[src/design/pid_integral_separation_core_assert.svh]
// Assertion macros shared by the PID core.
`ifndef PID_INTEGRAL_SEPARATION_CORE_ASSERT_SVH
`define PID_INTEGRAL_SEPARATION_CORE_ASSERT_SVH

// The consequent must hold in the same cycle as the antecedent.
`define PIS_ASSERT_SAME(lbl, ck, rs, ante, cons, msg) \
  lbl: assert property (@(posedge ck) disable iff (rs) (ante) |-> (cons)) else $error(msg);

// The consequent must hold in the cycle after the antecedent.
`define PIS_ASSERT_NEXT(lbl, ck, rs, ante, cons, msg) \
  lbl: assert property (@(posedge ck) disable iff (rs) (ante) |=> (cons)) else $error(msg);

`endif

[src/design/pis_pkg.sv]
package pis_pkg;

  localparam int unsigned IdxWidth = 8;
  localparam int unsigned CfgWidth = 16;

  localparam logic [IdxWidth-1:0] REG_GAIN_P           = 8'd0;
  localparam logic [IdxWidth-1:0] REG_GAIN_I           = 8'd1;
  localparam logic [IdxWidth-1:0] REG_GAIN_D           = 8'd2;
  localparam logic [IdxWidth-1:0] REG_DRIVE_OFFSET     = 8'd3;
  localparam logic [IdxWidth-1:0] REG_DRIVE_MAX        = 8'd4;
  localparam logic [IdxWidth-1:0] REG_DRIVE_MIN        = 8'd5;
  localparam logic [IdxWidth-1:0] REG_SEPARATION_LIMIT = 8'd6;
  localparam logic [IdxWidth-1:0] REG_STOP_BAND        = 8'd7;

  localparam logic signed [15:0] DriveMaxReset        = 16'sh7FFF;
  localparam logic signed [15:0] DriveMinReset        = 16'sh8000;
  localparam logic        [14:0] SeparationLimitReset = 15'd2560;
  localparam logic        [14:0] StopBandReset        = 15'd128;

  localparam logic signed [31:0] SumMax = 32'sh7FFF_FFFF;
  localparam logic signed [31:0] SumMin = 32'sh8000_0000;

endpackage

[src/design/pid_integral_separation_core.sv]
// Positional PID controller with integral separation. Each input word carries a
// target and a measured sample in signed Q8.8; each output word carries one
// clamped signed integer drive value. The block takes one word per cycle unless
// the output stalls, and gives the matching drive through the input, product,
// sum and output registers; the error integral is updated in the cycle a word is
// accepted, so that single saturating add sets the one-word-per-cycle rate. The
// user must write gains, offset, limits, separation threshold and stop band over
// the configuration channel only while no word is in flight; it is not enforced.
module pid_integral_separation_core (
  input  logic                              clk,
  input  logic                              rst,
  input  logic                              s_tvalid,
  output logic                              s_tready,
  input  logic [31:0]                       s_tdata,   // target[15:0], measured[31:16]
  output logic                              m_tvalid,
  input  logic                              m_tready,
  output logic [15:0]                       m_tdata,   // drive[15:0]
  input  logic                              cfg_valid,
  output logic                              cfg_ready,
  input  logic [pis_pkg::IdxWidth-1:0]      cfg_index,
  input  logic [pis_pkg::CfgWidth-1:0]      cfg_data
);

  logic signed [15:0] gain_p;
  logic signed [15:0] gain_i;
  logic signed [15:0] gain_d;
  logic        [14:0] drive_offset;
  logic signed [15:0] drive_max;
  logic signed [15:0] drive_min;
  logic        [14:0] separation_limit;
  logic        [14:0] stop_band;

  logic signed [15:0] prev_measured;
  logic signed [31:0] error_sum;
  logic signed [31:0] error_sum_next;

  logic a_valid, b_valid, c_valid, d_valid;
  logic a_ready, b_ready, c_ready, d_ready;
  logic accept;

  logic signed [16:0] a_error;
  logic signed [16:0] a_delta;
  logic signed [31:0] a_esum;

  logic signed [32:0] b_p;
  logic signed [47:0] b_i;
  logic signed [32:0] b_d;

  logic signed [32:0] c_base;
  logic               c_pos;
  logic               c_neg;

  logic signed [15:0] d_drive;

  logic signed [15:0] target_in;
  logic signed [15:0] measured_in;
  logic signed [16:0] error_in;
  logic signed [16:0] delta_in;
  logic        [16:0] error_abs;
  logic        [16:0] measured_abs;
  logic signed [32:0] acc;
  logic signed [48:0] sum;
  logic signed [33:0] adj;
  logic signed [33:0] offset_ext;
  logic signed [33:0] clamped;

  assign cfg_ready = 1'b1;

  always_ff @(posedge clk) begin
    if (rst) begin
      gain_p           <= '0;
      gain_i           <= '0;
      gain_d           <= '0;
      drive_offset     <= '0;
      drive_max        <= pis_pkg::DriveMaxReset;
      drive_min        <= pis_pkg::DriveMinReset;
      separation_limit <= pis_pkg::SeparationLimitReset;
      stop_band        <= pis_pkg::StopBandReset;
    end else if (cfg_valid && cfg_ready) begin
      case (cfg_index)
        pis_pkg::REG_GAIN_P:           gain_p           <= cfg_data;
        pis_pkg::REG_GAIN_I:           gain_i           <= cfg_data;
        pis_pkg::REG_GAIN_D:           gain_d           <= cfg_data;
        pis_pkg::REG_DRIVE_OFFSET:     drive_offset     <= cfg_data[14:0];
        pis_pkg::REG_DRIVE_MAX:        drive_max        <= cfg_data;
        pis_pkg::REG_DRIVE_MIN:        drive_min        <= cfg_data;
        pis_pkg::REG_SEPARATION_LIMIT: separation_limit <= cfg_data[14:0];
        pis_pkg::REG_STOP_BAND:        stop_band        <= cfg_data[14:0];
        default: ;
      endcase
    end
  end

  assign d_ready  = !d_valid || m_tready;
  assign c_ready  = !c_valid || d_ready;
  assign b_ready  = !b_valid || c_ready;
  assign a_ready  = !a_valid || b_ready;
  assign s_tready = a_ready;
  assign accept   = s_tvalid && s_tready;

  always_comb begin
    target_in    = $signed(s_tdata[15:0]);
    measured_in  = $signed(s_tdata[31:16]);
    error_in     = 17'(target_in) - 17'(measured_in);
    delta_in     = 17'(measured_in) - 17'(prev_measured);
    error_abs    = error_in[16] ? 17'(-error_in) : error_in;
    measured_abs = measured_in[15] ? 17'(-17'(measured_in)) : 17'(measured_in);
    acc          = 33'(error_sum) + 33'(error_in);
    if (gain_i == '0) begin
      error_sum_next = '0;
    end else if (target_in == '0 && measured_abs < {2'b00, stop_band}) begin
      error_sum_next = '0;
    end else if (error_abs > {2'b00, separation_limit}) begin
      error_sum_next = error_sum;
    end else if (acc[32] != acc[31]) begin
      error_sum_next = acc[32] ? pis_pkg::SumMin : pis_pkg::SumMax;
    end else begin
      error_sum_next = acc[31:0];
    end
  end

  always_ff @(posedge clk) begin
    if (rst) begin
      error_sum     <= '0;
      prev_measured <= '0;
    end else if (accept) begin
      error_sum     <= error_sum_next;
      prev_measured <= measured_in;
    end
  end

  always_ff @(posedge clk) begin
    if (rst) begin
      a_valid <= 1'b0;
      b_valid <= 1'b0;
      c_valid <= 1'b0;
      d_valid <= 1'b0;
    end else begin
      if (a_ready) a_valid <= s_tvalid;
      if (b_ready) b_valid <= a_valid;
      if (c_ready) c_valid <= b_valid;
      if (d_ready) d_valid <= c_valid;
    end
  end

  always_ff @(posedge clk) begin
    if (accept) begin
      a_error <= error_in;
      a_delta <= delta_in;
      a_esum  <= error_sum_next;
    end
    if (b_ready && a_valid) begin
      b_p <= 33'(a_error) * 33'(gain_p);
      b_i <= 48'(a_esum) * 48'(gain_i);
      b_d <= 33'(a_delta) * 33'(gain_d);
    end
    if (c_ready && b_valid) begin
      c_base <= sum[48:16];
      c_pos  <= !sum[48] && (sum != '0);
      c_neg  <= sum[48];
    end
    if (d_ready && c_valid) begin
      d_drive <= clamped[15:0];
    end
  end

  always_comb begin
    sum        = 49'(b_i) + 49'(b_p) - 49'(b_d);
    offset_ext = $signed({19'b0, drive_offset});
    if (c_pos) begin
      adj = 34'(c_base) + offset_ext;
    end else if (c_neg) begin
      adj = 34'(c_base) - offset_ext;
    end else begin
      adj = 34'(c_base);
    end
    clamped = adj;
    if (clamped > 34'(drive_max)) clamped = 34'(drive_max);
    if (clamped < 34'(drive_min)) clamped = 34'(drive_min);
  end

  assign m_tvalid = d_valid;
  assign m_tdata  = d_drive;

`include "pid_integral_separation_core_assert.svh"

  `PIS_ASSERT_NEXT(a_integral_clear, clk, rst, accept && gain_i == '0, error_sum == '0, "integral not cleared with zero gain_i")
  `PIS_ASSERT_NEXT(a_integral_hold, clk, rst, !accept, $stable(error_sum) && $stable(prev_measured), "state changed without an accepted word")
  `PIS_ASSERT_NEXT(a_sum_stall, clk, rst, c_valid && !d_ready, c_valid && $stable(c_base), "sum stage lost a word while stalled")
  `PIS_ASSERT_SAME(a_ready_empty, clk, rst, !a_valid, s_tready, "input not ready with empty input stage")

endmodule
[config.mk]
export PLATFORM = sky130hd
export DESIGN_NAME = pid_integral_separation_core
export DESIGN_NICKNAME = d
export VERILOG_FILES = /design/src/design/pis_pkg.sv /design/src/design/pid_integral_separation_core.sv
export VERILOG_INCLUDE_DIRS = /design/src /design/src/design
export SDC_FILE = /design/constraint.sdc
export NUM_CORES = 2
export LEC_CHECK = 0
export ABC_AREA = 1
export ABC_CLOCK_PERIOD_IN_PS = 6300
export BUFFER_PORTS_ARGS = -buffer_cell sky130_fd_sc_hd__buf_2
export CORE_AREA = 2 2 391 393
export DETAILED_ROUTE_END_ITERATION = 10
export DIE_AREA = 0 0 393 395
export PLACE_DENSITY = 0.65
export REMOVE_ABC_BUFFERS = 1
export SLEW_MARGIN = 25
export SYNTH_ARGS = -nofsm -noshare
export SYNTH_HDL_FRONTEND = slang
export SYNTH_SLANG_ARGS = --single-unit
export TNS_END_PERCENT = 10
[constraint.sdc]
create_clock -name clk -period 6.3 [get_ports clk]
set_input_delay 0.63 -clock clk [delete_from_list [all_inputs] [get_ports clk]]
set_output_delay 0.63 -clock clk [all_outputs]
set_load 0.02 [all_outputs]
==> summary.txt <==
Layout
  – FILL cells: 14500
  – Share of cells above drive strength 1: 9.90%
  – Commonest cells after routing, fill and taps aside: inv_1, nand2_1, fa_1
  – Final nets: 10500
  – P&R area growth vs syn: 12.2%
  – Most common cell after layout, fill and taps aside: inv_1
  – Finished Core Util: 50.1%

Setup path
  – CP bufs+invs: 8
  – Max incr delay on CP: 380 ps
  – CP required: 6680 ps
  – Worst path top cell family by delay: simple AND/OR/NAND/NOR gates
  – Nature of the critical path startpoint: flip-flop
  – Most Frequent Cell on Critical Path: nand2_2
  – Worst Path Arrival: 6550 ps
  – Slowest-stage cell, CP: edfxtp_1
  – CP max FO: 8
  – WS Path Type: flip-flop to flip-flop
  – FF-to-FF path depth: 39
  – Reg2reg setup slack: 130 ps
  – Reg-to-reg startpoint: c_base[0]
  – RR Endpoint: m_tdata[14]
  – Critical path endpoint category: flip-flop

Clocking
  – Worst-path clk slew: 70 ps
  – Clock sink count: 407
  – Worst skew pair latency: 670 ps
  – Cts hold-fix bufs: 0
  – H-tree levels: 2
  – CTS buffer count: 49
  – CTS Buffer Depth: 3
  – CTS tree: yes
  – CTS Root Cell: clkbuf_16

Detailed routing
  – Routed Antenna Nets: 0
  – DRT iter0 DRCs: 3633
  – Drt drc: 0
  – Wire per inst: 18.6 microns
  – Drt pass-1 iters: 8
  – Drt total wl: 204000 microns
  – Vias per cell: 5.11
  – Vias: 55900

Timing
  – RSZ-0062 raised after global routing: yes
  – Final hold slack: 194 ps
  – Tcrit/Tclk final: 97.9%
  – Minimum clock period: 6170 ps
  – Skew final: 47.2 ps
  – Max-slew headroom: 22.8%
  – Final Worst Setup Slack: 131 ps
  – Fin. max-slew vios: 0
  – # setup viols final: 0
  – Worst slew pin tran: 1160 ps
  – Setup Total Neg Slack: 0 ps
  – Final Hold Viols: 0
  – Fmax achieved: 162 MHz

Place
  – Gpl congestion: 0.990
  – Dpl hpwl: 171000 microns
  – PortBufs: 78
  – Dpl ws: -238 ps

Synthesis
  – #FFs+latches synth: 407
  – Cell area after synthesis: 67500 sq um
  – Post-Syn Area per Cell: 7.86 sq um
  – Post-synth EDFFs: 230
  – Mapped Cells: 8595
  – Top FF cell, synth: edfxtp_1
  – YS warnings: 0
  – FFs w/ async S/R, synth: 0%
  – Synth unique cells: 61
  – Register area share after synthesis: 15.5%

Global routing
  – Total grt overflow: 0
  – Vias in the first global route: 57800
  – GRT Total Usage: 26.4%
  – Largest net degree at the start of global routing: 163
  – First-pass GRT wire length: 320000 microns
  – Initial antenna violation count: 19

Pwr
  – Leak: 36.9 nW
  – Pwr/cell area: 115 nW/um^2
  – Sequential share of power: 35.2%
  – Pint: 5.49 mW
  – Clock share of power: 34.5%
  – Max IR drop VDD: 145 uV
  – Combinational Power Share: 30.3%
  – Sw frac: 36.9%
  – NetSw: 3.21 mW
  – Total power: 8.70 mW

Floorplan
  – Initial Util: 44.7%
  – Full die area: 155000 sq um
  – Die Wd: 393 microns
  – Core area: 151000 sq um
  – Num ports: 80
  – Die height: 395 microns
  – Row Count: 143

Hold path
  – Worst Hold Depth: 3
  – Worst min path class: input pin to flip-flop
  – Hold Startpoint: cfg_data[3]
  – WHS Endpoint: drive_max[3]

Job
  – Max Cap Viol: 0

Run status
  – Status: finished, final reports clean
[worst min-delay path: cells and delay by family]
| kind | cells | cell delay [ps] |
|---|---|---|
| AO/OA/AOI/OAI | 1 | 60 |
| buffers and inverters | 1 | 80 |
| AND/OR/NAND/NOR | 1 | 40 |
[layer usage]
metal | wire length [microns] | global-route usage [%] | up-vias | share of wire, %
li1 | - | - | 26400 | -
met1 | 86700 | 35.2 | 27400 | 43
met2 | 96000 | 43.9 | 1663 | 47
met3 | 12800 | 3.72 | 365 | 6.3
met4 | 8120 | 9.13 | 0 | 4.0
met5 | 0 | 0 | - | 0
[synthesized netlist by cell type (56+ instances only)]
library cell | number | area, sq um
a21oi_1 | 494 | 2470
clkbuf_1 | 260 | 976
dfxtp_1 | 177 | 3540
edfxtp_1 | 230 | 6910
fa_1 | 1091 | 21800
ha_1 | 523 | 6540
inv_1 | 2247 | 8430
nand2_1 | 1870 | 7020
nand3_1 | 195 | 976
nand4_1 | 75 | 469
nor2_1 | 395 | 1480
nor3_1 | 56 | 280
o21ai_0 | 352 | 1760
or2_2 | 69 | 432
xnor2_1 | 83 | 727
xor2_1 | 168 | 1470
[how the worst max path moves through the flow]
stage | slack (ps) | to | cells past startpoint | from
after floorplan | -630 | error_sum[0] | 10 | m_tready
after global placement | -250 | b_i[41] | 25 | a_esum[4]
after detailed placement | -240 | b_i[41] | 25 | gain_i[1]
after CTS | -10 | b_p[31] | 21 | gain_p[2]
after global routing | -180 | m_tdata[14] | 38 | c_base[0]
final | 130 | m_tdata[14] | 39 | c_base[0]
[what timing repair did]
action,4_1_cts,5_1_grt
pin swaps,0,84
gates cloned,0,7
gates resized for setup,15,243
setup buffers,3,50
setup endpoints to repair,26,54
[metrics by stage]
step | instances | cell area (sq um)
6_report | 10900 | 75700
3_5_place_dp | 10800 | 72400
2_1_floorplan | 8304 | 66400
3_3_place_gp | 10800 | 72400
5_1_grt | 10900 | 75700
4_1_cts | 10900 | 74100
[cell type report]
type / instances / area, sq um / share of cell area, %
Sequential cell: 407 / 10500 / 13.8
Clock inverter: 35 / 358 / 0.473
Antenna cell: 3 / 7.51 / 0.00991
Clock buffer: 56 / 1330 / 1.75
Multi-Input combinational cell: 5642 / 48400 / 63.9
Tap cell: 2030 / 2540 / 3.35
Inverter: 2255 / 8470 / 11.2
Timing Repair Buffer: 506 / 4140 / 5.46
[state kept, by name, indices dropped and copies added, names as in the netlist, 15 cells and up]
signal / cells
b_i: 48
b_d: 33
b_p: 33
c_base: 33
a_esum: 32
error_sum: 32
a_delta: 17
a_error: 17
drive_max: 16
drive_min: 16
gain_d: 16
gain_i: 16
gain_p: 16
m_tdata: 16
prev_measured: 16
drive_offset: 15
separation_limit: 15
stop_band: 15
[power by group through the flow]
stage	sequential, mW	clock, mW	combinational, mW
floorplan	3.15	0	1.42
global placement	3.16	0	2.41
detailed placement	3.16	0	2.44
CTS	3.10	3.05	2.45
global route	3.07	3.15	2.91
finish	3.06	3.00	2.64
[logic make-up after synthesis]
group	synth area share, %
simple gates	16.6
buf+inv	14.2
fa+ha+maj	42.0
compound gates	8.34
flops	15.5
xor+xnor	3.26
other cells	0.00555
mux	0.0148
Power figures use the tool's default switching activity.
